[src/hw/rtl/vfh_pkg.sv]
// Package: shared constants, codes, types and control structs for the flow histogram.
`timescale 1ns / 1ps
`default_nettype none
package vfh_pkg;

  localparam int MAX_EDGE   = 64;
  localparam int EDGE_W     = $clog2(MAX_EDGE);
  localparam int ADDR_W     = 2 * EDGE_W;
  localparam int CNT_W      = 32;
  localparam int FLOW_W     = 16;
  localparam int FRAC_BITS  = 8;
  localparam int CFG_W      = 7;
  localparam int CFG_IDX_W  = 2;
  localparam int PROD_W     = FLOW_W + CFG_W + 1;
  localparam int RMAG_W     = PROD_W - FRAC_BITS;
  localparam int BINV_W     = RMAG_W + 2;

  localparam logic [CNT_W-1:0] COUNT_MAX   = '1;
  localparam logic [CFG_W-1:0] BPU_RESET   = CFG_W'(8);
  localparam logic [CFG_W-1:0] EDGE_RESET  = CFG_W'(24);
  localparam logic [CFG_W-1:0] EDGE_LIMIT  = CFG_W'(MAX_EDGE);

  typedef enum logic {
    FUNC_ACCUM = 1'b0,
    FUNC_READ  = 1'b1
  } func_t;

  typedef enum logic [CFG_IDX_W-1:0] {
    REG_BINS_PER_UNIT = 2'd0,
    REG_EDGE_BINS     = 2'd1
  } reg_index_t;

  typedef enum logic [2:0] {
    S_CLEAR,
    S_IDLE,
    S_MUL,
    S_RND,
    S_BIN,
    S_RD,
    S_UPD
  } ctrl_state_t;

  typedef struct packed {
    logic clr;
    logic load_in;
    logic mul;
    logic rnd;
    logic bin;
    logic rd;
    logic upd;
  } ctrl_cmd_t;

  typedef struct packed {
    logic clr_last;
    logic out_free;
  } ctrl_sts_t;

endpackage
`default_nettype wire

[src/hw/rtl/vfh_ctrl.sv]
// Controller: sequences clearing, binning, memory read and count update.
`timescale 1ns / 1ps
`default_nettype none
module vfh_ctrl (
  input  wire logic           clk,
  input  wire logic           rst_n,
  input  wire logic           in_valid,
  input  wire logic           in_func,
  output logic                in_ready,
  input  wire vfh_pkg::ctrl_sts_t sts,
  output vfh_pkg::ctrl_cmd_t  cmd
);
  import vfh_pkg::*;

  ctrl_state_t state_r, state_nxt;

  always_ff @(posedge clk) begin
    if (!rst_n) begin
      state_r <= S_CLEAR;
    end else begin
      state_r <= state_nxt;
    end
  end

  always_comb begin
    state_nxt = state_r;
    cmd       = '0;
    in_ready  = 1'b0;
    unique case (state_r)
      S_CLEAR: begin
        cmd.clr = 1'b1;
        if (sts.clr_last) begin
          state_nxt = S_IDLE;
        end
      end
      S_IDLE: begin
        in_ready = 1'b1;
        if (in_valid) begin
          cmd.load_in = 1'b1;
          state_nxt   = (func_t'(in_func) == FUNC_READ) ? S_RD : S_MUL;
        end
      end
      S_MUL: begin
        cmd.mul   = 1'b1;
        state_nxt = S_RND;
      end
      S_RND: begin
        cmd.rnd   = 1'b1;
        state_nxt = S_BIN;
      end
      S_BIN: begin
        cmd.bin   = 1'b1;
        state_nxt = S_RD;
      end
      S_RD: begin
        cmd.rd    = 1'b1;
        state_nxt = S_UPD;
      end
      S_UPD: begin
        if (sts.out_free) begin
          cmd.upd   = 1'b1;
          state_nxt = S_IDLE;
        end
      end
      default: begin
        state_nxt = S_CLEAR;
      end
    endcase
  end

endmodule
`default_nettype wire

[config.mk]
export PLATFORM = sky130hd
export DESIGN_NAME = vfh_ctrl
export DESIGN_NICKNAME = d
export VERILOG_FILES = /design/src/hw/rtl/vfh_pkg.sv /design/src/hw/rtl/vfh_ctrl.sv
export SDC_FILE = /design/constraint.sdc
export NUM_CORES = 1
export LEC_CHECK = 0
export BUFFER_PORTS_ARGS = -buffer_cell sky130_fd_sc_hd__buf_4
export CAP_MARGIN = 20
export CORE_AREA = 5 5 42 44
export CTS_BUF_LIST = sky130_fd_sc_hd__clkbuf_8
export CTS_CLUSTER_SIZE = 25
export DETAILED_ROUTE_END_ITERATION = 16
export DIE_AREA = 0 0 47 49
export GPL_TIMING_DRIVEN = 0
export PLACE_DENSITY = 0.4
export SLEW_MARGIN = 10
export SYNTH_ARGS = -nofsm -noshare
export SYNTH_HDL_FRONTEND = slang
export SYNTH_SLANG_ARGS = --single-unit
[constraint.sdc]
create_clock -name clk -period 1.1 [get_ports clk]
set_input_delay 0 -clock clk [delete_from_list [all_inputs] [get_ports clk]]
set_output_delay 0 -clock clk [all_outputs]
set_load 0.1 [all_outputs]
==> results of run 1 <==
[report_power, final]
group	internal [uW]	switching [uW]	leakage (uW)
Combinational	280	381	0.000216
Clock	238	80.3	0.0000269
Sequential	126	19.7	0.0000260
Total	644	481	0.000269
[layer usage]
layer  part of all wire  wire length, um  global-route usage  vias up
met1               0.40              373               0.121      151
li1                   -                -                   -      181
met5                  0                0                   0        -
met3              0.064               60              0.0148        3
met4              0.038               36              0.0968        0
met2               0.50              471               0.156       13
[through the flow]
step | setup WS, ns | cells | util | instance area (um^2) | total power, uW
after floorplan | -0.251 | 37 | - | 315 | 546
after global placement | -0.0161 | 66 | 0.309 | 433 | 635
after detailed placement | -0.0454 | 66 | 0.309 | 433 | 640
after CTS | -0.0324 | 78 | 0.463 | 649 | 1130
after global routing | -0.0796 | 78 | 0.469 | 657 | 1190
final | -0.0311 | 78 | 0.469 | 657 | 1130
[worst paths after layout]
check	start	slack [ns]	endpoint	cells after the start
hold reg to reg	state_r[1]$_SDFFE_PN0P_	0.63	state_r[1]$_SDFFE_PN0P_	3
setup / recovery	state_r[0]$_SDFFE_PN0P_	-0.03	cmd[6]	4
hold / removal	sts[1]	0.05	state_r[0]$_SDFFE_PN0P_	3
setup reg to reg	state_r[0]$_SDFFE_PN0P_	0.02	state_r[2]$_SDFFE_PN0P_	5
[timing repair]
item	4_1_cts	5_1_grt
endpoints found under the setup margin	8	11
gates cloned	1	0
pin swaps	6	6
setup buffers	8	0
gates resized for setup	33	1
[area by class of cell]
class                      count  area share
sequential                     3       0.101
clock inverter                 1     0.00571
multi-input combinational     30       0.356
inverter                       1      0.0114
clock buffer                   3      0.0629
tap                           16      0.0305
buffer                         2      0.0343
timing repair buffer          22       0.398
[tightest hold or removal path, cell delays in order]
cell,delay (ns)
sky130_fd_sc_hd__buf_4,0.08
sky130_fd_sc_hd__nor2_1,0.03
sky130_fd_sc_hd__a21oi_1,0.11
[logic make-up (layout without fill, tap and decap cells)]
kind of cell           after synthesis  count (layout)  share of synthesized area
AO/OA/AOI/OAI                        7               7                      0.189
buffers and inverters                4              29                      0.113
flip-flops                           3               3                      0.216
multiplexers                         1               1                     0.0405
AND/OR/NAND/NOR                     22              22                      0.441
[Yosys cell counts (2+ instances only)]
cell	instances	area, um^2
sky130_fd_sc_hd__nor2_1	6	22.5
sky130_fd_sc_hd__a21oi_1	3	15.0
sky130_fd_sc_hd__dfxtp_1	3	60.1
sky130_fd_sc_hd__nand2_1	3	11.3
sky130_fd_sc_hd__nand2b_1	3	18.8
sky130_fd_sc_hd__nand3b_1	3	22.5
sky130_fd_sc_hd__buf_6	2	22.5
==> impl_metrics.xml, run 1 <==
<?xml version="1.0" encoding="UTF-8"?>
<metrics>
  <group name="clock_network">
    <metric name="largest_buffer_count_on_any_clock_path" unit="">2</metric>
    <metric name="cts_hold_buffers" unit="">0</metric>
    <metric name="htree_num_levels" unit="">1</metric>
    <metric name="cts.clk_slew.worst_paths" unit="ns">0.03</metric>
    <metric name="clock-root-buffer" unit="">sky130_fd_sc_hd__clkbuf_8</metric>
    <metric name="insertion_delay" unit="ns">0.22</metric>
    <metric name="cts_tree" unit="">yes</metric>
    <metric name="numCtsBuffers" unit="">3</metric>
    <metric name="cts.sinks" unit="">3</metric>
  </group>
  <group name="global_route">
    <metric name="grt_start_max_net_pins" unit="">8</metric>
    <metric name="grt_overflow" unit="">0</metric>
    <metric name="antenna_violations_before_repair" unit="">0</metric>
    <metric name="grt_pass1_wl" unit="mm">1.69</metric>
    <metric name="grt.total_usage" unit="">0.105</metric>
    <metric name="first_global_vias" unit="">376</metric>
  </group>
  <group name="final_layout">
    <metric name="final_common_cell" unit="">sky130_fd_sc_hd__buf_4</metric>
    <metric name="seq_area" unit="um^2">66.3</metric>
    <metric name="flow.area_growth_from_synthesis" unit="%">136</metric>
    <metric name="nFillCells" unit="">140</metric>
    <metric name="largest_registers_ranked_by_flip_flop_count" unit="">state_r: 3 flops</metric>
    <metric name="multi_input_area" unit="um^2">234</metric>
    <metric name="finish.net_count" unit="">69</metric>
    <metric name="share_of_post_route_cells_with_drive_strength_above_1" unit="">0.710</metric>
    <metric name="antenna_cells_inserted" unit="">0</metric>
    <metric name="largest_reg_flops" unit="">3</metric>
    <metric name="mostFrequentLayoutCells" unit="">12 x sky130_fd_sc_hd__buf_4, 7 x sky130_fd_sc_hd__buf_12, 4 x sky130_fd_sc_hd__nor2_2</metric>
    <metric name="largest_register" unit="">state_r</metric>
  </group>
  <group name="pwr">
    <metric name="power_density" unit="mW/mm^2">1710</metric>
    <metric name="cellLeakagePower" unit="uW">0.000269</metric>
    <metric name="irDropWorstVdd" unit="V">0.000925</metric>
  </group>
  <group name="die">
    <metric name="design.core.area" unit="mm^2">0.00140</metric>
    <metric name="die_y" unit="um">49</metric>
    <metric name="row_count" unit="">14</metric>
    <metric name="start_util" unit="">0.198</metric>
    <metric name="floorplan.io_pins" unit="">14</metric>
    <metric name="die_width" unit="um">47</metric>
    <metric name="die-area" unit="mm^2">0.00230</metric>
  </group>
  <group name="job">
    <metric name="maximum_capacitance_violations" unit="">0</metric>
  </group>
  <group name="synth">
    <metric name="ys.warnings.count" unit="">0</metric>
    <metric name="synth_register_bits" unit="">3</metric>
    <metric name="synth_area" unit="um^2">278</metric>
    <metric name="syn_area_per_cell" unit="um^2">7.51</metric>
    <metric name="yosys.cell_types.count" unit="">21</metric>
    <metric name="postSynthCellCount" unit="">37</metric>
    <metric name="synth_flop_cell" unit="">sky130_fd_sc_hd__dfxtp_1</metric>
    <metric name="asyncSetResetFlopFracSynth" unit="">0</metric>
    <metric name="synth_sequential_area_ratio" unit="">0.216</metric>
    <metric name="synth-edff-count" unit="">0</metric>
    <metric name="syn_nets" unit="">43</metric>
  </group>
  <group name="min_path">
    <metric name="min-delay-path-class" unit="">input port to flip-flop</metric>
  </group>
  <group name="drt">
    <metric name="final_antenna_net_count" unit="">0</metric>
    <metric name="drcViolationCount" unit="">0</metric>
    <metric name="detail_route.wirelength" unit="um">941</metric>
    <metric name="wl_per_cell" unit="um">12.1</metric>
    <metric name="drt_pass1_iterations" unit="">2</metric>
    <metric name="route.vias.total" unit="">348</metric>
    <metric name="number_of_design_rule_violations_left_by_the_first_detailed_router_iteration" unit="">1</metric>
    <metric name="viasPerCell" unit="">4.46</metric>
  </group>
  <group name="run_status">
    <metric name="failed_checks" unit="">setup timing</metric>
    <metric name="status" unit="">finished, violations left</metric>
  </group>
  <group name="critical_path">
    <metric name="crit_buf_inv" unit="">3</metric>
    <metric name="crit_path_max_incr_delay" unit="ns">0.33</metric>
    <metric name="timing.critical_path.max_delay_family" unit="">buffers and inverters</metric>
    <metric name="worstSetupStartpointType" unit="">flip-flop</metric>
    <metric name="critical_path.slowest_cell" unit="">sky130_fd_sc_hd__dfxtp_2</metric>
    <metric name="critical_path.cell_chain" unit="">buf_6 &gt; buf_4 &gt; nor2_4 &gt; buf_12</metric>
    <metric name="worst_ep_arrival_time" unit="ns">1.13</metric>
    <metric name="worst_path_required_time" unit="ns">1.10</metric>
    <metric name="cp-end-kind" unit="">primary output</metric>
    <metric name="worst-setup-path-type" unit="">flip-flop to primary output</metric>
    <metric name="critPathMaxFanout" unit="">7</metric>
  </group>
  <group name="sta">
    <metric name="grt_setup_unrepaired" unit="">true</metric>
    <metric name="layout_min_cycle_time" unit="ns">1.13</metric>
    <metric name="slew-limit-headroom" unit="">0.876</metric>
    <metric name="final_min_period_over_clock_period" unit="">1.03</metric>
    <metric name="report.final.slew_viol_count" unit="">0</metric>
    <metric name="postLayoutSetupSlackWorst" unit="ns">-0.0311</metric>
    <metric name="hold_viol_final" unit="">0</metric>
    <metric name="fin_hold_ws" unit="ns">0.0473</metric>
    <metric name="setup_viol_count_final" unit="">5</metric>
    <metric name="worst_clock_skew" unit="ns">0.00369</metric>
    <metric name="clock.fmax" unit="GHz">0.884</metric>
    <metric name="totalNegativeSetupSlack" unit="ns">-0.112</metric>
    <metric name="slew_at_the_pin_closest_to_its_max_slew_limit" unit="ns">0.186</metric>
  </group>
  <group name="placement">
    <metric name="numPortBuffers" unit="">13</metric>
    <metric name="gpl.final_weighted_congestion" unit="">0.685</metric>
    <metric name="hpwl_detailed" unit="um">600</metric>
  </group>
</metrics>
Note: power is estimated with default switching activity, not from simulation.
==> run 2, diff against run 1 <==
- MAX_ROUTING_LAYER: default -> met4
==> impl_metrics.xml, run 2 (synthesis gave the netlist of run 1 again) <==
<?xml version="1.0" encoding="UTF-8"?>
<metrics>
  <group name="sta">
    <metric name="hold_viol_final" unit="">0</metric>
    <metric name="grt_setup_unrepaired" unit="">true</metric>
    <metric name="worst_clock_skew" unit="ns">0.00354</metric>
    <metric name="report.final.slew_viol_count" unit="">0</metric>
    <metric name="final_min_period_over_clock_period" unit="">1.03</metric>
    <metric name="postLayoutSetupSlackWorst" unit="ns">-0.0312</metric>
    <metric name="layout_min_cycle_time" unit="ns">1.13</metric>
    <metric name="setup_viol_count_final" unit="">5</metric>
    <metric name="clock.fmax" unit="GHz">0.884</metric>
    <metric name="slew_at_the_pin_closest_to_its_max_slew_limit" unit="ns">0.187</metric>
    <metric name="slew-limit-headroom" unit="">0.875</metric>
  </group>
  <group name="global_route">
    <metric name="grt.total_usage" unit="">0.108</metric>
    <metric name="grt_start_max_net_pins" unit="">8</metric>
    <metric name="grt_pass1_wl" unit="mm">1.69</metric>
    <metric name="first_global_vias" unit="">374</metric>
    <metric name="grt_overflow" unit="">0</metric>
    <metric name="antenna_violations_before_repair" unit="">0</metric>
  </group>
  <group name="pwr">
    <metric name="internal_power" unit="uW">644</metric>
    <metric name="sequentialPowerShare" unit="">0.130</metric>
    <metric name="design_power_total" unit="uW">1120</metric>
    <metric name="power_switching" unit="uW">480</metric>
    <metric name="power.share.switching" unit="">0.427</metric>
    <metric name="power.share.combinational" unit="">0.587</metric>
    <metric name="power_density" unit="mW/mm^2">1710</metric>
    <metric name="power.clock.fraction" unit="">0.283</metric>
    <metric name="cellLeakagePower" unit="uW">0.000269</metric>
    <metric name="irDropWorstVdd" unit="V">0.000925</metric>
  </group>
  <group name="critical_path">
    <metric name="worst_r2r_endpoint" unit="">state_r[2]$_SDFFE_PN0P_</metric>
    <metric name="worst-setup-path-type" unit="">flip-flop to primary output</metric>
    <metric name="worst_path_required_time" unit="ns">1.10</metric>
    <metric name="worstSetupStartpointType" unit="">flip-flop</metric>
    <metric name="cp-end-kind" unit="">primary output</metric>
    <metric name="startpoint_of_the_lowest_slack_register_to_register_path" unit="">state_r[0]$_SDFFE_PN0P_</metric>
    <metric name="r2r.worst_path.cells" unit="">5</metric>
    <metric name="worst_ep_arrival_time" unit="ns">1.13</metric>
    <metric name="critPathMaxFanout" unit="">7</metric>
    <metric name="critical_path.cell_chain" unit="">buf_6 &gt; buf_4 &gt; nor2_4 &gt; buf_12</metric>
    <metric name="reg2reg_slack" unit="ns">0.03</metric>
    <metric name="crit_path_max_incr_delay" unit="ns">0.33</metric>
    <metric name="critical_path.slowest_cell" unit="">sky130_fd_sc_hd__dfxtp_2</metric>
  </group>
  <group name="final_layout">
    <metric name="nFillCells" unit="">140</metric>
    <metric name="final_common_cell" unit="">sky130_fd_sc_hd__buf_4</metric>
    <metric name="flow.area_growth_from_synthesis" unit="%">136</metric>
    <metric name="mostFrequentLayoutCells" unit="">12 x sky130_fd_sc_hd__buf_4, 7 x sky130_fd_sc_hd__buf_12, 4 x sky130_fd_sc_hd__nor2_2</metric>
    <metric name="finish.net_count" unit="">69</metric>
    <metric name="antenna_cells_inserted" unit="">0</metric>
    <metric name="largest_register" unit="">state_r</metric>
    <metric name="share_of_post_route_cells_with_drive_strength_above_1" unit="">0.710</metric>
    <metric name="largest_registers_ranked_by_flip_flop_count" unit="">state_r: 3 flops</metric>
    <metric name="largest_reg_flops" unit="">3</metric>
  </group>
  <group name="min_path">
    <metric name="min_path_cells" unit="">3</metric>
    <metric name="hold-path-endpoint" unit="">state_r[0]$_SDFFE_PN0P_</metric>
    <metric name="holdCritStartpoint" unit="">sts[1]</metric>
    <metric name="min-delay-path-class" unit="">input port to flip-flop</metric>
  </group>
  <group name="drt">
    <metric name="drcViolationCount" unit="">0</metric>
    <metric name="number_of_design_rule_violations_left_by_the_first_detailed_router_iteration" unit="">1</metric>
    <metric name="route.vias.total" unit="">350</metric>
    <metric name="met2RoutedLength" unit="um">470</metric>
    <metric name="final_antenna_net_count" unit="">0</metric>
    <metric name="wl_per_cell" unit="um">12.0</metric>
    <metric name="detail_route.wirelength" unit="um">939</metric>
    <metric name="drt_pass1_iterations" unit="">2</metric>
    <metric name="viasPerCell" unit="">4.49</metric>
    <metric name="maxUsedRoutingLayer" unit="">met4</metric>
    <metric name="detail_route_met3_wl" unit="um">51</metric>
    <metric name="wl_met1" unit="um">375</metric>
  </group>
  <group name="clock_network">
    <metric name="clock-root-buffer" unit="">sky130_fd_sc_hd__clkbuf_8</metric>
    <metric name="cts.clk_slew.worst_paths" unit="ns">0.03</metric>
    <metric name="insertion_delay" unit="ns">0.22</metric>
    <metric name="numCtsBuffers" unit="">3</metric>
    <metric name="cts.sinks" unit="">3</metric>
    <metric name="cts_tree" unit="">yes</metric>
    <metric name="cts_hold_buffers" unit="">0</metric>
    <metric name="htree_num_levels" unit="">1</metric>
    <metric name="largest_buffer_count_on_any_clock_path" unit="">2</metric>
  </group>
  <group name="die">
    <metric name="die_y" unit="um">49</metric>
    <metric name="floorplan.io_pins" unit="">14</metric>
    <metric name="die-area" unit="mm^2">0.00230</metric>
    <metric name="design.core.area" unit="mm^2">0.00140</metric>
    <metric name="row_count" unit="">14</metric>
    <metric name="die_width" unit="um">47</metric>
    <metric name="start_util" unit="">0.198</metric>
  </group>
  <group name="run_status">
    <metric name="failed_checks" unit="">setup timing</metric>
    <metric name="status" unit="">finished, violations left</metric>
  </group>
  <group name="placement">
    <metric name="detailedPlace.worstSlack" unit="ns">-0.0454</metric>
    <metric name="gpl.final_weighted_congestion" unit="">0.692</metric>
    <metric name="numPortBuffers" unit="">13</metric>
    <metric name="hpwl_detailed" unit="um">600</metric>
  </group>
  <group name="job">
    <metric name="maximum_capacitance_violations" unit="">0</metric>
  </group>
</metrics>
run 2: cell counts in the layout (fill, tap and decap cells not counted):
No cell type changed its count.
run 2: what timing repair did:
action,CTS,global route
setup endpoints to repair,8,11
pin swaps,6,6
gates resized for setup,33,1
setup buffers,8,0
cloned,1,0
run 2: layer usage:
| metal | vias to the layer above | GRT usage |
|---|---|---|
| met3 | 5 | 0.0111 |
| met1 | 151 | 0.123 |
| met4 | 0 | 0.0968 |
| li1 | 181 | - |
| met5 | - | - |
| met2 | 13 | 0.156 |
run 2: worst max-delay path, delay by kind of cell, from the launching register on:
family        cells  cell delay, ns
simple gates      1            0.12
buf+inv           3            0.45
flops             1            0.33
run 2: worst max-delay path by stage:
stage	from	cells after the start	slack, ns	endpoint
after floorplan	state_r[1]$_SDFFE_PN0P_	2	-0.25	cmd[4]
after global routing	state_r[0]$_SDFFE_PN0P_	4	-0.08	cmd[3]
final	state_r[0]$_SDFFE_PN0P_	4	-0.03	cmd[6]
after CTS	state_r[1]$_SDFFE_PN0P_	4	-0.03	cmd[5]
after detailed placement	state_r[1]$_SDFFE_PN0P_	4	-0.05	cmd[5]
after global placement	state_r[1]$_SDFFE_PN0P_	4	-0.02	cmd[5]
run 2: layout make-up:
cell class / instances / area (um^2) / share of cell area
Timing Repair Buffer: 22 / 262 / 0.398
Multi-Input combinational cell: 30 / 234 / 0.356
Sequential cell: 3 / 66.3 / 0.101
Clock buffer: 3 / 41.3 / 0.0629
Buffer: 2 / 22.5 / 0.0343
Tap cell: 16 / 20.0 / 0.0305
Inverter: 1 / 7.51 / 0.0114
Clock inverter: 1 / 3.75 / 0.00571
run 2: power by group through the flow:
| stage | Sequential, uW | Combinational (uW) | Clock [uW] |
|---|---|---|---|
| after floorplan | 134 | 412 | 0 |
| after global placement | 136 | 499 | 0 |
| after detailed placement | 137 | 503 | 0 |
| after CTS | 146 | 654 | 333 |
| after global routing | 149 | 690 | 347 |
| final | 146 | 660 | 318 |
run 2: through the flow:
step	hold slack (ns)	utilization	area (um^2)	setup TNS [ns]	cells
floorplan	0.128	-	315	-1.06	37
global placement	0.266	0.309	433	-0.0161	66
detailed placement	0.278	0.309	433	-0.0530	66
CTS	0.0452	0.463	649	-0.187	78
global route	0.0502	0.469	657	-0.513	78
finish	0.0475	0.469	657	-0.112	78
